==> src/rtl/core/pwmtc_pkg.sv <==
package pwmtc_pkg;

  localparam int DATA_W    = 32;
  localparam int REG_W     = 16;
  localparam int PCT_W     = 7;
  localparam int MODE_W    = 2;
  localparam int CFG_IDX_W = 2;
  localparam int PROD_W    = REG_W + PCT_W;
  localparam int NEED_W    = DATA_W - REG_W + 1;

  localparam int DIV_STEPS = DATA_W / 2;
  localparam int DIV_CNT_W = $clog2(DIV_STEPS);

  // x / 100 == (x * RCP_100) >> RCP_SH for every x below 2**PROD_W
  localparam int               RCP_W   = 24;
  localparam int               RCP_SH  = 30;
  localparam logic [RCP_W-1:0] RCP_100 = 24'd10737419;

  localparam logic [REG_W-1:0]  REG_MAX   = 16'hFFFF;
  localparam logic [PCT_W-1:0]  PERCENT   = 7'd100;
  localparam logic [DATA_W-1:0] CLK_RESET = 32'd80000000;
  localparam logic [PCT_W-1:0]  MINP_RESET = 7'd0;
  localparam logic [PCT_W-1:0]  MAXP_RESET = 7'd100;

  localparam logic [CFG_IDX_W-1:0] CFG_CLOCK = 2'd0;
  localparam logic [CFG_IDX_W-1:0] CFG_MINP  = 2'd1;
  localparam logic [CFG_IDX_W-1:0] CFG_MAXP  = 2'd2;

  localparam logic [MODE_W-1:0] MODE_FREQ = 2'd0;
  localparam logic [MODE_W-1:0] MODE_PCT  = 2'd1;
  localparam logic [MODE_W-1:0] MODE_RAW  = 2'd2;

  typedef enum logic [2:0] {
    ST_IDLE,
    ST_DECODE,
    ST_ISSUE,
    ST_WAIT,
    ST_CHECK,
    ST_OUT
  } state_t;

  // datapath operation: divider operands on start, write-back target on wb
  typedef enum logic [3:0] {
    OP_P,
    OP_Q,
    OP_PCT,
    OP_LO,
    OP_HI,
    OP_RB1,
    OP_RB2,
    OP_DUTY,
    OP_FZERO,
    OP_P1,
    OP_ZRB
  } op_t;

  typedef struct packed {
    logic ready;
    logic load;
    logic start;
    logic wb;
    logic publish;
    op_t  op;
  } cmd_t;

  typedef struct packed {
    logic [MODE_W-1:0] mode;
    logic              value_zero;
    logic              p_one;
    logic              per_zero;
    logic              div_done;
    logic              out_busy;
  } sts_t;

  function automatic logic [REG_W-1:0] sat16(input logic [DATA_W-1:0] v);
    logic [REG_W-1:0] r;
    r = (v > DATA_W'(REG_MAX)) ? REG_MAX : v[REG_W-1:0];
    return r;
  endfunction

endpackage

==> src/rtl/core/pwmtc_div.sv <==
module pwmtc_div (
  input  logic                         clk,
  input  logic                         rst_n,
  input  logic                         start,
  input  logic [pwmtc_pkg::DATA_W-1:0] num,
  input  logic [pwmtc_pkg::DATA_W-1:0] den,
  output logic                         done,
  output logic [pwmtc_pkg::DATA_W-1:0] quo
);
  import pwmtc_pkg::*;

  logic [DATA_W-1:0]    rem_r, rem_nxt;
  logic [DATA_W-1:0]    quo_r, quo_nxt;
  logic [DATA_W-1:0]    den_r, den_nxt;
  logic [DIV_CNT_W-1:0] cnt_r, cnt_nxt;
  logic                 busy_r, busy_nxt;
  logic                 done_r, done_nxt;

  logic [DATA_W:0]   t1, t2;
  logic              ge1, ge2;
  logic [DATA_W-1:0] rem1, rem2;

  // two restoring steps per cycle
  always_comb begin
    t1   = {rem_r, quo_r[DATA_W-1]};
    ge1  = t1 >= {1'b0, den_r};
    rem1 = ge1 ? DATA_W'(t1 - {1'b0, den_r}) : t1[DATA_W-1:0];
    t2   = {rem1, quo_r[DATA_W-2]};
    ge2  = t2 >= {1'b0, den_r};
    rem2 = ge2 ? DATA_W'(t2 - {1'b0, den_r}) : t2[DATA_W-1:0];
  end

  always_comb begin
    rem_nxt  = rem_r;
    quo_nxt  = quo_r;
    den_nxt  = den_r;
    cnt_nxt  = cnt_r;
    busy_nxt = busy_r;
    done_nxt = 1'b0;
    if (start) begin
      rem_nxt  = '0;
      quo_nxt  = num;
      den_nxt  = den;
      cnt_nxt  = '0;
      busy_nxt = 1'b1;
    end else if (busy_r) begin
      rem_nxt = rem2;
      quo_nxt = {quo_r[DATA_W-3:0], ge1, ge2};
      cnt_nxt = cnt_r + 1'b1;
      if (cnt_r == DIV_CNT_W'(DIV_STEPS - 1)) begin
        busy_nxt = 1'b0;
        done_nxt = 1'b1;
      end
    end
  end

  always_ff @(posedge clk) begin
    if (!rst_n) begin
      busy_r <= 1'b0;
      done_r <= 1'b0;
      cnt_r  <= '0;
    end else begin
      busy_r <= busy_nxt;
      done_r <= done_nxt;
      cnt_r  <= cnt_nxt;
    end
  end

  always_ff @(posedge clk) begin
    rem_r <= rem_nxt;
    quo_r <= quo_nxt;
    den_r <= den_nxt;
  end

  assign done = done_r;
  assign quo  = quo_r;

endmodule

==> src/rtl/core/pwmtc_ctrl.sv <==
module pwmtc_ctrl (
  input  logic            clk,
  input  logic            rst_n,
  input  logic            in_valid,
  input  pwmtc_pkg::sts_t sts,
  output pwmtc_pkg::cmd_t cmd
);
  import pwmtc_pkg::*;

  state_t state_r, state_nxt;
  op_t    op_r, op_nxt;

  always_comb begin
    state_nxt = state_r;
    op_nxt    = op_r;
    case (state_r)
      ST_IDLE: begin
        if (in_valid) state_nxt = ST_DECODE;
      end
      ST_DECODE: begin
        case (sts.mode)
          MODE_FREQ: begin
            if (sts.value_zero) begin
              state_nxt = ST_CHECK;
            end else if (sts.p_one) begin
              op_nxt    = OP_Q;
              state_nxt = ST_ISSUE;
            end else begin
              op_nxt    = OP_P;
              state_nxt = ST_ISSUE;
            end
          end
          MODE_PCT: begin
            op_nxt    = OP_PCT;
            state_nxt = ST_ISSUE;
          end
          MODE_RAW: begin
            op_nxt    = OP_LO;
            state_nxt = ST_ISSUE;
          end
          default: state_nxt = ST_CHECK;
        endcase
      end
      ST_ISSUE: state_nxt = ST_WAIT;
      ST_WAIT: begin
        if (sts.div_done) begin
          case (op_r)
            OP_P: begin
              op_nxt    = OP_Q;
              state_nxt = ST_ISSUE;
            end
            OP_LO: begin
              op_nxt    = OP_HI;
              state_nxt = ST_ISSUE;
            end
            OP_RB1: begin
              op_nxt    = OP_RB2;
              state_nxt = ST_ISSUE;
            end
            OP_RB2: begin
              op_nxt    = OP_DUTY;
              state_nxt = ST_ISSUE;
            end
            OP_DUTY: state_nxt = ST_OUT;
            default: state_nxt = ST_CHECK;
          endcase
        end
      end
      ST_CHECK: begin
        if (sts.per_zero) begin
          state_nxt = ST_OUT;
        end else begin
          op_nxt    = OP_RB1;
          state_nxt = ST_ISSUE;
        end
      end
      ST_OUT: begin
        if (!sts.out_busy) state_nxt = ST_IDLE;
      end
      default: state_nxt = ST_IDLE;
    endcase
  end

  always_comb begin
    cmd       = '0;
    cmd.op    = op_r;
    case (state_r)
      ST_IDLE: begin
        cmd.ready = 1'b1;
        cmd.load  = in_valid;
      end
      ST_DECODE: begin
        if (sts.mode == MODE_FREQ && sts.value_zero) begin
          cmd.wb = 1'b1;
          cmd.op = OP_FZERO;
        end else if (sts.mode == MODE_FREQ && sts.p_one) begin
          cmd.wb = 1'b1;
          cmd.op = OP_P1;
        end
      end
      ST_ISSUE: cmd.start = 1'b1;
      ST_WAIT:  cmd.wb    = sts.div_done;
      ST_CHECK: begin
        if (sts.per_zero) begin
          cmd.wb = 1'b1;
          cmd.op = OP_ZRB;
        end
      end
      ST_OUT:  cmd.publish = !sts.out_busy;
      default: cmd = '0;
    endcase
  end

  always_ff @(posedge clk) begin
    if (!rst_n) begin
      state_r <= ST_IDLE;
      op_r    <= OP_P;
    end else begin
      state_r <= state_nxt;
      op_r    <= op_nxt;
    end
  end

endmodule

==> src/rtl/core/pwmtc_dp.sv <==
module pwmtc_dp (
  input  logic                            clk,
  input  logic                            rst_n,
  input  pwmtc_pkg::cmd_t                 cmd,
  output pwmtc_pkg::sts_t                 sts,
  input  logic                            cfg_we,
  input  logic [pwmtc_pkg::CFG_IDX_W-1:0] cfg_index,
  input  logic [pwmtc_pkg::DATA_W-1:0]    cfg_wdata,
  input  logic [pwmtc_pkg::MODE_W-1:0]    in_mode,
  input  logic [pwmtc_pkg::DATA_W-1:0]    in_value,
  input  logic                            in_restart,
  output logic                            out_valid,
  input  logic                            out_stall,
  output logic [pwmtc_pkg::REG_W-1:0]     out_prescaler,
  output logic [pwmtc_pkg::REG_W-1:0]     out_period,
  output logic [pwmtc_pkg::REG_W-1:0]     out_compare,
  output logic                            out_counter_restart,
  output logic [pwmtc_pkg::DATA_W-1:0]    out_frequency_readback,
  output logic [pwmtc_pkg::PCT_W-1:0]     out_duty_readback
);
  import pwmtc_pkg::*;

  logic [DATA_W-1:0] clk_hz_r, clk_hz_nxt;
  logic [PCT_W-1:0]  minp_r, minp_nxt;
  logic [PCT_W-1:0]  maxp_r, maxp_nxt;

  logic [MODE_W-1:0] mode_r;
  logic [DATA_W-1:0] value_r;
  logic              restart_r;

  logic [REG_W-1:0]  pscl_r, pscl_nxt;
  logic [REG_W-1:0]  per_r, per_nxt;
  logic [REG_W-1:0]  cmp_r, cmp_nxt;
  logic [DATA_W-1:0] tmp_r, tmp_nxt;
  logic [DATA_W-1:0] freq_r, freq_nxt;
  logic [PCT_W-1:0]  duty_r, duty_nxt;

  logic              ovld_r, ovld_nxt;
  logic [REG_W-1:0]  opscl_r, oper_r, ocmp_r;
  logic              orst_r;
  logic [DATA_W-1:0] ofreq_r;
  logic [PCT_W-1:0]  oduty_r;

  logic [NEED_W-1:0]       need;
  logic [REG_W-1:0]        per_m1;
  logic [DATA_W-1:0]       d1;
  logic [PCT_W-1:0]        dcl;
  logic [PROD_W-1:0]       prod_pct, prod_lo, prod_hi, prod_duty;
  logic [DATA_W+NEED_W-1:0] prod_pf;
  logic [DATA_W-1:0]       div_num, div_den, quo;
  logic                    div_done;
  logic [DATA_W-1:0]       t1, t2;

  logic                    cdiv;
  logic                    cdone_r;
  logic [PROD_W-1:0]       cnum_r;
  logic [PROD_W+RCP_W-1:0] cprod;
  logic [DATA_W-1:0]       res;

  assign need   = NEED_W'(clk_hz_r[DATA_W-1:REG_W]) + 1'b1;
  assign per_m1 = (per_r == '0) ? '0 : per_r - 1'b1;

  // percent clamp: min first, then max
  always_comb begin
    d1  = (value_r < DATA_W'(minp_r)) ? DATA_W'(minp_r) : value_r;
    dcl = (d1 > DATA_W'(maxp_r)) ? maxp_r : d1[PCT_W-1:0];
  end

  assign prod_pct  = per_m1 * dcl;
  assign prod_lo   = per_r * minp_r;
  assign prod_hi   = per_m1 * maxp_r;
  assign prod_duty = cmp_r * PERCENT;
  assign prod_pf   = tmp_r[NEED_W-1:0] * value_r;

  always_comb begin
    div_num = clk_hz_r;
    div_den = DATA_W'(PERCENT);
    case (cmd.op)
      OP_P: begin
        div_num = value_r + DATA_W'(need) - 1'b1;
        div_den = value_r;
      end
      OP_Q: begin
        div_num = clk_hz_r;
        div_den = prod_pf[DATA_W-1:0];
      end
      OP_PCT:  div_num = DATA_W'(prod_pct);
      OP_LO:   div_num = DATA_W'(prod_lo);
      OP_HI:   div_num = DATA_W'(prod_hi);
      OP_RB1: begin
        div_num = clk_hz_r;
        div_den = DATA_W'(per_r);
      end
      OP_RB2: begin
        div_num = tmp_r;
        div_den = DATA_W'(pscl_r) + 1'b1;
      end
      OP_DUTY: begin
        div_num = DATA_W'(prod_duty);
        div_den = DATA_W'(per_r);
      end
      default: begin
        div_num = clk_hz_r;
        div_den = DATA_W'(PERCENT);
      end
    endcase
  end

  // division by 100: reciprocal multiply on the registered dividend
  assign cdiv  = (cmd.op == OP_PCT) | (cmd.op == OP_LO) | (cmd.op == OP_HI);
  assign cprod = cnum_r * RCP_100;
  assign res   = cdiv ? DATA_W'(cprod[PROD_W+RCP_W-1:RCP_SH]) : quo;

  pwmtc_div u_div (
    .clk   (clk),
    .rst_n (rst_n),
    .start (cmd.start & ~cdiv),
    .num   (div_num),
    .den   (div_den),
    .done  (div_done),
    .quo   (quo)
  );

  // raw clamp: lo held in tmp_r, hi is the fresh quotient
  always_comb begin
    t1 = (value_r < tmp_r) ? tmp_r : value_r;
    t2 = (t1 > res) ? res : t1;
  end

  always_comb begin
    pscl_nxt = pscl_r;
    per_nxt  = per_r;
    cmp_nxt  = cmp_r;
    tmp_nxt  = tmp_r;
    freq_nxt = freq_r;
    duty_nxt = duty_r;
    if (cmd.wb) begin
      case (cmd.op)
        OP_P:  tmp_nxt = res;
        OP_P1: tmp_nxt = DATA_W'(1);
        OP_Q: begin
          pscl_nxt = sat16(tmp_r - 1'b1);
          per_nxt  = sat16(res);
        end
        OP_FZERO: begin
          pscl_nxt = REG_MAX;
          per_nxt  = REG_MAX;
        end
        OP_PCT:  cmp_nxt  = sat16(res);
        OP_LO:   tmp_nxt  = res;
        OP_HI:   cmp_nxt  = sat16(t2);
        OP_RB1:  tmp_nxt  = res;
        OP_RB2:  freq_nxt = res;
        OP_DUTY: duty_nxt = (res > DATA_W'(PERCENT)) ? PERCENT : res[PCT_W-1:0];
        OP_ZRB: begin
          freq_nxt = '0;
          duty_nxt = '0;
        end
        default: tmp_nxt = tmp_r;
      endcase
    end
  end

  always_comb begin
    clk_hz_nxt = clk_hz_r;
    minp_nxt   = minp_r;
    maxp_nxt   = maxp_r;
    if (cfg_we) begin
      case (cfg_index)
        CFG_CLOCK: clk_hz_nxt = cfg_wdata;
        CFG_MINP:  minp_nxt   = cfg_wdata[PCT_W-1:0];
        CFG_MAXP:  maxp_nxt   = cfg_wdata[PCT_W-1:0];
        default:   clk_hz_nxt = clk_hz_r;
      endcase
    end
  end

  assign ovld_nxt = cmd.publish | (ovld_r & out_stall);

  always_ff @(posedge clk) begin
    if (!rst_n) begin
      clk_hz_r <= CLK_RESET;
      minp_r   <= MINP_RESET;
      maxp_r   <= MAXP_RESET;
      pscl_r   <= '0;
      per_r    <= REG_MAX;
      cmp_r    <= '0;
      ovld_r   <= 1'b0;
      cdone_r  <= 1'b0;
    end else begin
      clk_hz_r <= clk_hz_nxt;
      minp_r   <= minp_nxt;
      maxp_r   <= maxp_nxt;
      pscl_r   <= pscl_nxt;
      per_r    <= per_nxt;
      cmp_r    <= cmp_nxt;
      ovld_r   <= ovld_nxt;
      cdone_r  <= cmd.start & cdiv;
    end
  end

  always_ff @(posedge clk) begin
    tmp_r  <= tmp_nxt;
    freq_r <= freq_nxt;
    duty_r <= duty_nxt;
    if (cmd.start & cdiv) begin
      cnum_r <= div_num[PROD_W-1:0];
    end
    if (cmd.load) begin
      mode_r    <= in_mode;
      value_r   <= in_value;
      restart_r <= in_restart;
    end
    if (cmd.publish) begin
      opscl_r <= pscl_r;
      oper_r  <= per_r;
      ocmp_r  <= cmp_r;
      orst_r  <= (mode_r == MODE_FREQ) & restart_r;
      ofreq_r <= freq_r;
      oduty_r <= duty_r;
    end
  end

  always_comb begin
    sts.mode       = mode_r;
    sts.value_zero = (value_r == '0);
    sts.p_one      = (value_r >= DATA_W'(need));
    sts.per_zero   = (per_r == '0);
    sts.div_done   = cdiv ? cdone_r : div_done;
    sts.out_busy   = ovld_r & out_stall;
  end

  assign out_valid              = ovld_r;
  assign out_prescaler          = opscl_r;
  assign out_period             = oper_r;
  assign out_compare            = ocmp_r;
  assign out_counter_restart    = orst_r;
  assign out_frequency_readback = ofreq_r;
  assign out_duty_readback      = oduty_r;

endmodule

==> src/rtl/core/pwm_timing_calculator_unit.sv <==
// PWM timing calculator for one channel. Each command (set frequency, set duty
// percent, set raw compare ticks) updates the stored prescaler and period
// (frequency) or the stored compare value (percent, raw ticks) and returns one
// result with the stored registers, a counter restart flag and frequency and
// duty readbacks. Divisions by a variable run on one shared divider that
// resolves two quotient bits per cycle; divisions by 100 use a reciprocal
// multiply. A frequency command runs five divides on the divider, or four when
// the divider comes out as one; a zero frequency and a command with an unknown
// mode run three, a percent command one reciprocal multiply and three divides,
// and a raw command two reciprocal multiplies and three divides. A command that
// leaves a zero period skips the readback divides. One command is in work at a
// time; the finished result sits in an output register so the next command
// may be accepted while it waits to be taken. Configuration writes take
// effect at once and are meant for idle periods only.
module pwm_timing_calculator_unit (
  input  logic                            clk,
  input  logic                            rst_n,
  input  logic                            in_valid,
  output logic                            in_stall,
  input  logic [pwmtc_pkg::MODE_W-1:0]    in_mode,
  input  logic [pwmtc_pkg::DATA_W-1:0]    in_value,
  input  logic                            in_restart,
  output logic                            out_valid,
  input  logic                            out_stall,
  output logic [pwmtc_pkg::REG_W-1:0]     out_prescaler,
  output logic [pwmtc_pkg::REG_W-1:0]     out_period,
  output logic [pwmtc_pkg::REG_W-1:0]     out_compare,
  output logic                            out_counter_restart,
  output logic [pwmtc_pkg::DATA_W-1:0]    out_frequency_readback,
  output logic [pwmtc_pkg::PCT_W-1:0]     out_duty_readback,
  input  logic                            cfg_we,
  input  logic [pwmtc_pkg::CFG_IDX_W-1:0] cfg_index,
  input  logic [pwmtc_pkg::DATA_W-1:0]    cfg_wdata
);
  import pwmtc_pkg::*;

  cmd_t cmd;
  sts_t sts;

  pwmtc_ctrl u_ctrl (
    .clk      (clk),
    .rst_n    (rst_n),
    .in_valid (in_valid),
    .sts      (sts),
    .cmd      (cmd)
  );

  pwmtc_dp u_dp (
    .clk                    (clk),
    .rst_n                  (rst_n),
    .cmd                    (cmd),
    .sts                    (sts),
    .cfg_we                 (cfg_we),
    .cfg_index              (cfg_index),
    .cfg_wdata              (cfg_wdata),
    .in_mode                (in_mode),
    .in_value               (in_value),
    .in_restart             (in_restart),
    .out_valid              (out_valid),
    .out_stall              (out_stall),
    .out_prescaler          (out_prescaler),
    .out_period             (out_period),
    .out_compare            (out_compare),
    .out_counter_restart    (out_counter_restart),
    .out_frequency_readback (out_frequency_readback),
    .out_duty_readback      (out_duty_readback)
  );

  assign in_stall = ~cmd.ready;

endmodule

==> config.mk <==
export PLATFORM = sky130hd
export DESIGN_NAME = pwm_timing_calculator_unit
export DESIGN_NICKNAME = d
export VERILOG_FILES = /design/src/rtl/core/pwmtc_pkg.sv /design/src/rtl/core/pwmtc_div.sv /design/src/rtl/core/pwmtc_ctrl.sv /design/src/rtl/core/pwmtc_dp.sv /design/src/rtl/core/pwm_timing_calculator_unit.sv
export SDC_FILE = /design/constraint.sdc
export NUM_CORES = 2
export LEC_CHECK = 0
export BUFFER_PORTS_ARGS = -buffer_cell sky130_fd_sc_hd__buf_4
export CAP_MARGIN = 10
export CORE_ASPECT_RATIO = 1.4
export CORE_MARGIN = 5
export CORE_UTILIZATION = 40
export CTS_BUF_LIST = sky130_fd_sc_hd__clkbuf_2
export DETAILED_ROUTE_END_ITERATION = 6
export SLEW_MARGIN = 10
export SYNTH_ARGS = -nofsm -noshare
export SYNTH_HDL_FRONTEND = slang
export SYNTH_SLANG_ARGS = --single-unit
export TNS_END_PERCENT = 5
==> constraint.sdc <==
create_clock -name clk -period 16.5 [get_ports clk]
set_input_delay 3.3 -clock clk [delete_from_list [all_inputs] [get_ports clk]]
set_output_delay 3.3 -clock clk [all_outputs]
set_load 0.03 [all_outputs]
### Word level (Yosys, flattened, before mapping)

Index checks and enable logic that the tools add are counted.
Widths: inputs -> output; s select.

* add/sub/neg operators: 9
* multiply operators: 6
* div/mod/pow operators: 0
* order comparisons: 11
* equality and inequality tests: 31
* shifts and indexed selects: 0
* muxes and demuxes: 53
* bitwise logic cells: 11
* reduce and logical (&&, ||, !) cells: 34

Operator list (count)
* $mux 32: 8
* $pmux 32 s6: 1
* $pmux 32 s2: 2
* $pmux 32 s4: 1
* $gt 32x16->1 const B: 3
* $pmux 16 s2: 3
* $mul 16x7->23: 3
* $ge 33x32->1: 2
* $mux 16: 4
* $sub 32x1->32 const B: 2
* $sub 32x32->32: 2
* $mul 23x24->47 const B: 1
* $pmux 4 s3: 3
* $add 16x1->17 const B: 2
* $add 32x17->32: 1
* $ge 32x17->1: 1
* $gt 32x32->1: 1
* $gt 32x7->1: 1
* $gt 32x7->1 const B: 1
* $logic_not 32->1: 1
* $lt 32x32->1: 1
* $lt 32x7->1: 1
* $mul 17x32->32: 1
* $eq 4x3->1 const B: 7
* other kinds (43): 102

* flip-flop bits (word level): 422
* bits in latches: 0
* bits in writable memories: 0
* memory bits (read-only): 0
* input bits: 74
* output and inout bits: 90
* logic and storage cells: 184
* memories kept: 0

### Longest topological paths before layout

* depth after elaboration: 15
* gate-level depth with buffers: 44

### Cells and area by module

Synthesis repeated with hierarchy kept, for this count alone.

* cells, all modules: 6643
* area, all modules: 59409.5 um^2

By module, submodules not included
* pwmtc_dp: times used 1, cells an instance 5709, area each 50923.8 um^2, seq. area each 8438.1 um^2
* pwmtc_div: times used 1, cells an instance 826, area each 7724.9 um^2, seq. area each 2682.6 um^2
* pwmtc_ctrl: times used 1, cells an instance 107, area each 757.0 um^2, seq. area each 120.1 um^2
* pwm_timing_calculator_unit: times used 1, cells an instance 1, area each 3.8 um^2, seq. area each 0.0 um^2

### Worst setup path after synthesis

Ideal clock, no wire load.

* path kind: reg2reg
* from: register u_dp.value_r[13]
* to: register u_dp.u_div.quo_r[19] (netlist: u_dp.u_div.quo[19]), data pin
* setup time: 0.260 ns
* arrival time: 9.195 ns
* data required time: 16.240 ns
* path slack: 7.046 ns
* cell stages (with the launch flop): 42
* path buffers: 5
* cell sequence: edfxtp_1 -> clkbuf_1 -> nor4_1 -> nand3_1 -> nand4b_1 -> a211oi_1 -> o21ai_0 -> a31oi_1 -> clkbuf_1 -> a21oi_1 -> inv_1 -> ha_1 -> nor2b_1 -> o21a_1 -> o21a_1 -> o21a_1 -> o21ai_0 -> a21oi_1 -> [... 6 more ...] -> fa_1 -> fa_1 -> inv_1 -> fa_1 -> inv_1 -> ha_1 -> clkbuf_1 -> and3_1 -> o311ai_0 -> nand3_1 -> o41a_1 -> nand2_1 -> o21ai_0 -> a31oi_1 -> xnor2_1 -> a22o_1 -> o32a_1 -> mux2_2

* elaborated cells between the ends (all ways): 26
* classes of those cells: add/sub: 2; mul: 1; order compare: 3; eq/ne: 5; mux: 7; bitwise: 4; reduce/logical: 4

RTL lines
* start, declared: RTL line pwmtc_dp.sv:28 `logic [DATA_W-1:0] value_r;`
* start signal, assigned: RTL line pwmtc_dp.sv:211 `value_r <= in_value;`
* branches (longest 6 deep; another with $lt 32x7->1)
* $pmux 32 s6 *: RTL line pwmtc_dp.sv:78 `case (cmd.op)`
* named net u_dp.div_num[19]: RTL line pwmtc_dp.sv:50 `logic [DATA_W-1:0] div_num, div_den, quo;`
* $mux 32 *: RTL line pwmtc_div.sv:40 `if (start) begin`
* named net u_dp.u_div.quo_nxt[19]: RTL line pwmtc_div.sv:13 `logic [DATA_W-1:0] quo_r, quo_nxt;`
* end signal, assigned: RTL line pwmtc_div.sv:71 `quo_r <= quo_nxt;`
* end, declared: RTL line pwmtc_div.sv:13

Mark *: on every way through the listed nets, which the timed path passes.
A chain may end at the register's enable or synchronous reset.

### Worst setup path in the final report

* from: register u_dp.value_r[11]
* to: register u_dp.cnum_r[21], data pin

* word-level cells in the longest chain between the ends: 7
* elaborated cells between the ends (all ways): 21
* classes of those cells: add/sub: 2; mul: 1; order compare: 3; eq/ne: 5; mux: 6; reduce/logical: 4

Ends and longest elaborated chain
* branches (longest 6 deep; another with $lt 32x7->1)
* $pmux 32 s6 *: RTL line pwmtc_dp.sv:78
* named net u_dp.div_num[21]: RTL line pwmtc_dp.sv:50
* end signal, assigned: RTL line pwmtc_dp.sv:207 `cnum_r <= div_num[PROD_W-1:0];`
* end, declared: RTL line pwmtc_dp.sv:56 `logic [PROD_W-1:0] cnum_r;`

Marks and branches as above.

==> reports/qor.yml <==
wirelength_um: 229000
period_minus_slack_ns: 11.01
r2r_setup_slack_ns: 5.49
finalClockSkew_ns: 0.230
grt.overflow.total: 0
mostFrequentLayoutCells: "inv_1 (1156), nand2_1 (900), fa_1 (737), ha_1 (721), nor2_1 (500)"
drcViolationCount: 3
hold_buffers: 0
async_flop_share_pct: 0
postLayoutSetupSlackWorst_ns: 5.49
final_common_cell: "inv_1"
grtUsageTotal_pct: 28.9
synthFlopType: "edfxtp_1"
clk_path_buf_depth: 3
seq_area_frac_synth_pct: 19.0
post-route-util_pct: 43.7
cts-root-buf: "clkbuf_2"
dieArea_um2: 155000
r2r_cells: 40
grt_antenna_before_repair: 21
synth-edff-count: 281
postCtsResizedCells: 0
status: "finished with violations"
nNetsFinal: 8344
critPathRequiredTime_ns: 17.54
cts-buffers-inserted: 111
r2r_end: "u_dp.cnum_r[21]"
rsz0062_at_grt: "false"
syn_nets: 8212
syn_to_final_growth_pct: 8.40
critPathLaunchType: "flip-flop"
crit_path_top_delay_cell: "edfxtp_1"
timing.rr.start: "u_dp.value_r[11]"
cts_tree: "built"
slew_headroom_pct: 18.0
post-dp-hpwl_um: 184000
critical_path.max_stage_delay_ns: 0.77
synth_area_leaders: "fa_1 (25%), ha_1 (15%), edfxtp_1 (14%)"
dp_cells: 8631
synth_top_cell_area_share_pct: 25.0
dieHeight_um: 465
endpoint_kind: "flip-flop"
fin_cells: 8839
ys_seq_elements: 421
grt_pass1_wl_um: 333000
hold_viol: 0
port_buffers: 163
fmax_mhz: 90.8
violations: "DRC"
io_pins: 164
yosys_warnings: 0
num_rows: 166
routed_via_density: 5.64
max-cap-violations: 0
fin_crit_sh_pct: 66.7
path_clk_slew_ns: 0.14
clock-sinks: 421
synth_area_um2: 59000
hold_class: "reg2reg"
drive_gt1_share_pct: 8.04
syn_inst: 6680
fp.coreArea_um2: 146000
gp_congestion: 1.03
postCtsSetupBuffers: 0
min_to: "u_dp.out_frequency_readback[17]"
hold_path_depth: 0
crit_type: "reg2reg"
synth_cell_types: 97
vias: 49900
ctsHtreeMaxLevel: 3
crit_fanout: 20
ant_nets: 0
grt_pass1_vias: 51500
worst_path_most_repeated_cell: "o21ai_0"
avgSynthCellArea_um2: 8.84
setup_viol: 0
start_util_pct: 40.3
fin_tns_setup_ns: 0
worstPathArrival_ns: 12.05
dr.first_iter.drc_count: 4681
die_w_um: 335
hp-start: "u_dp.freq_r[17]"
dp_slack_ns: 5.89
clkLatencyLatePin_ns: 1.57
grt_max_degree: 74
drv_slew: 0
wl_per_cell_um: 25.9
firstDrtPassIters: 7
tightest_slew_ns: 1.22
yosysTopAreaCell: "fa_1"
==> synth_stat cells (all sizes together) (47+ instances only) <==
cell type and n:
dfxtp 140, nand2b 47, nand3 99, a21oi 299
nand2 901, clkbuf 221, xnor2 165, nor2b 50
o21ai 247, ha 721, nor3 106, xor2 103
a21o 110, and2 48, nor2 506, fa 737
buf 52, nand4 47, inv 1157, edfxtp 281
==> worst max-delay path by stage <==
stage / startpoint / end / cells after the start
finish: u_dp.value_r[11] / u_dp.cnum_r[21] / 40
global route: u_dp.value_r[11] / u_dp.cnum_r[21] / 40
CTS: u_dp.value_r[11] / u_dp.cnum_r[21] / 40
detailed placement: u_dp.value_r[11] / u_dp.cnum_r[21] / 40
global placement: u_dp.value_r[11] / u_dp.cnum_r[15] / 40
floorplan: u_dp.value_r[13] / u_dp.u_div.quo[19] / 41
==> registers in the layout, summed over array words and instances, names as in the netlist, 16 cells and up <==
signal,cells
u_dp.per_r,16
u_dp.out_period,16
u_dp.out_frequency_readback,32
u_dp.pscl_r,16
u_dp.u_div.rem_r,32
u_dp.clk_hz_r,32
u_dp.out_compare,16
u_dp.tmp_r,32
u_dp.out_prescaler,16
u_dp.cnum_r,23
u_dp.u_div.den_r,32
u_dp.freq_r,32
u_dp.value_r,32
u_dp.u_div.quo,32
u_dp.cmp_r,16
==> kinds of logic after synthesis <==
kind of cell / after synthesis / synth area share [%]
compound gates: 1097 / 12.0
buf+inv: 1439 / 9.22
flops: 421 / 19.0
mux: 50 / 0.928
simple gates: 1947 / 14.5
xor+xnor: 268 / 3.98
fa+ha+maj: 1458 / 40.3
==> critical path, delay by kind of cell (launching register included) <==
| kind | cells | cell delay [ns] |
|---|---|---|
| AND/OR/NAND/NOR | 9 | 1.89 |
| XOR/XNOR | 1 | 0.16 |
| adder cells (fa/ha/maj) | 6 | 2.46 |
| AO/OA/AOI/OAI | 20 | 4.76 |
| buffers and inverters | 4 | 0.40 |
| flip-flops | 1 | 0.77 |
==> final cells by class <==
class	count	area [um2]
repair buffers	292	2190
flip-flops and latches	421	11200
clock buffers	150	751
multi-input cells	4820	42500
diodes	4	10.0
inverters	1166	4380
well taps	1932	2420
fillers	14600	82400
clock inverters	54	523
==> routing by layer <==
layer | vias up | wire length (um) | global-route usage (%)
li1 | 22200 | - | -
met1 | 24800 | 83600 | 33.4
met2 | 2176 | 108000 | 48.4
met3 | 709 | 16600 | 4.73
met4 | 12 | 20400 | 20.7
met5 | - | 84 | 0
==> per-stage QoR <==
step | area (um2) | hold WS [ns]
2_1_floorplan | 59000 | 0.400
3_3_place_gp | 62700 | 0.404
4_1_cts | 64000 | 0.338
5_1_grt | 64000 | 0.353
6_report | 64000 | 0.403
3_5_place_dp | 62700 | 0.405
Power is not shown: default switching activity piles up to over one toggle a cycle in this logic, so the estimate is an artifact.
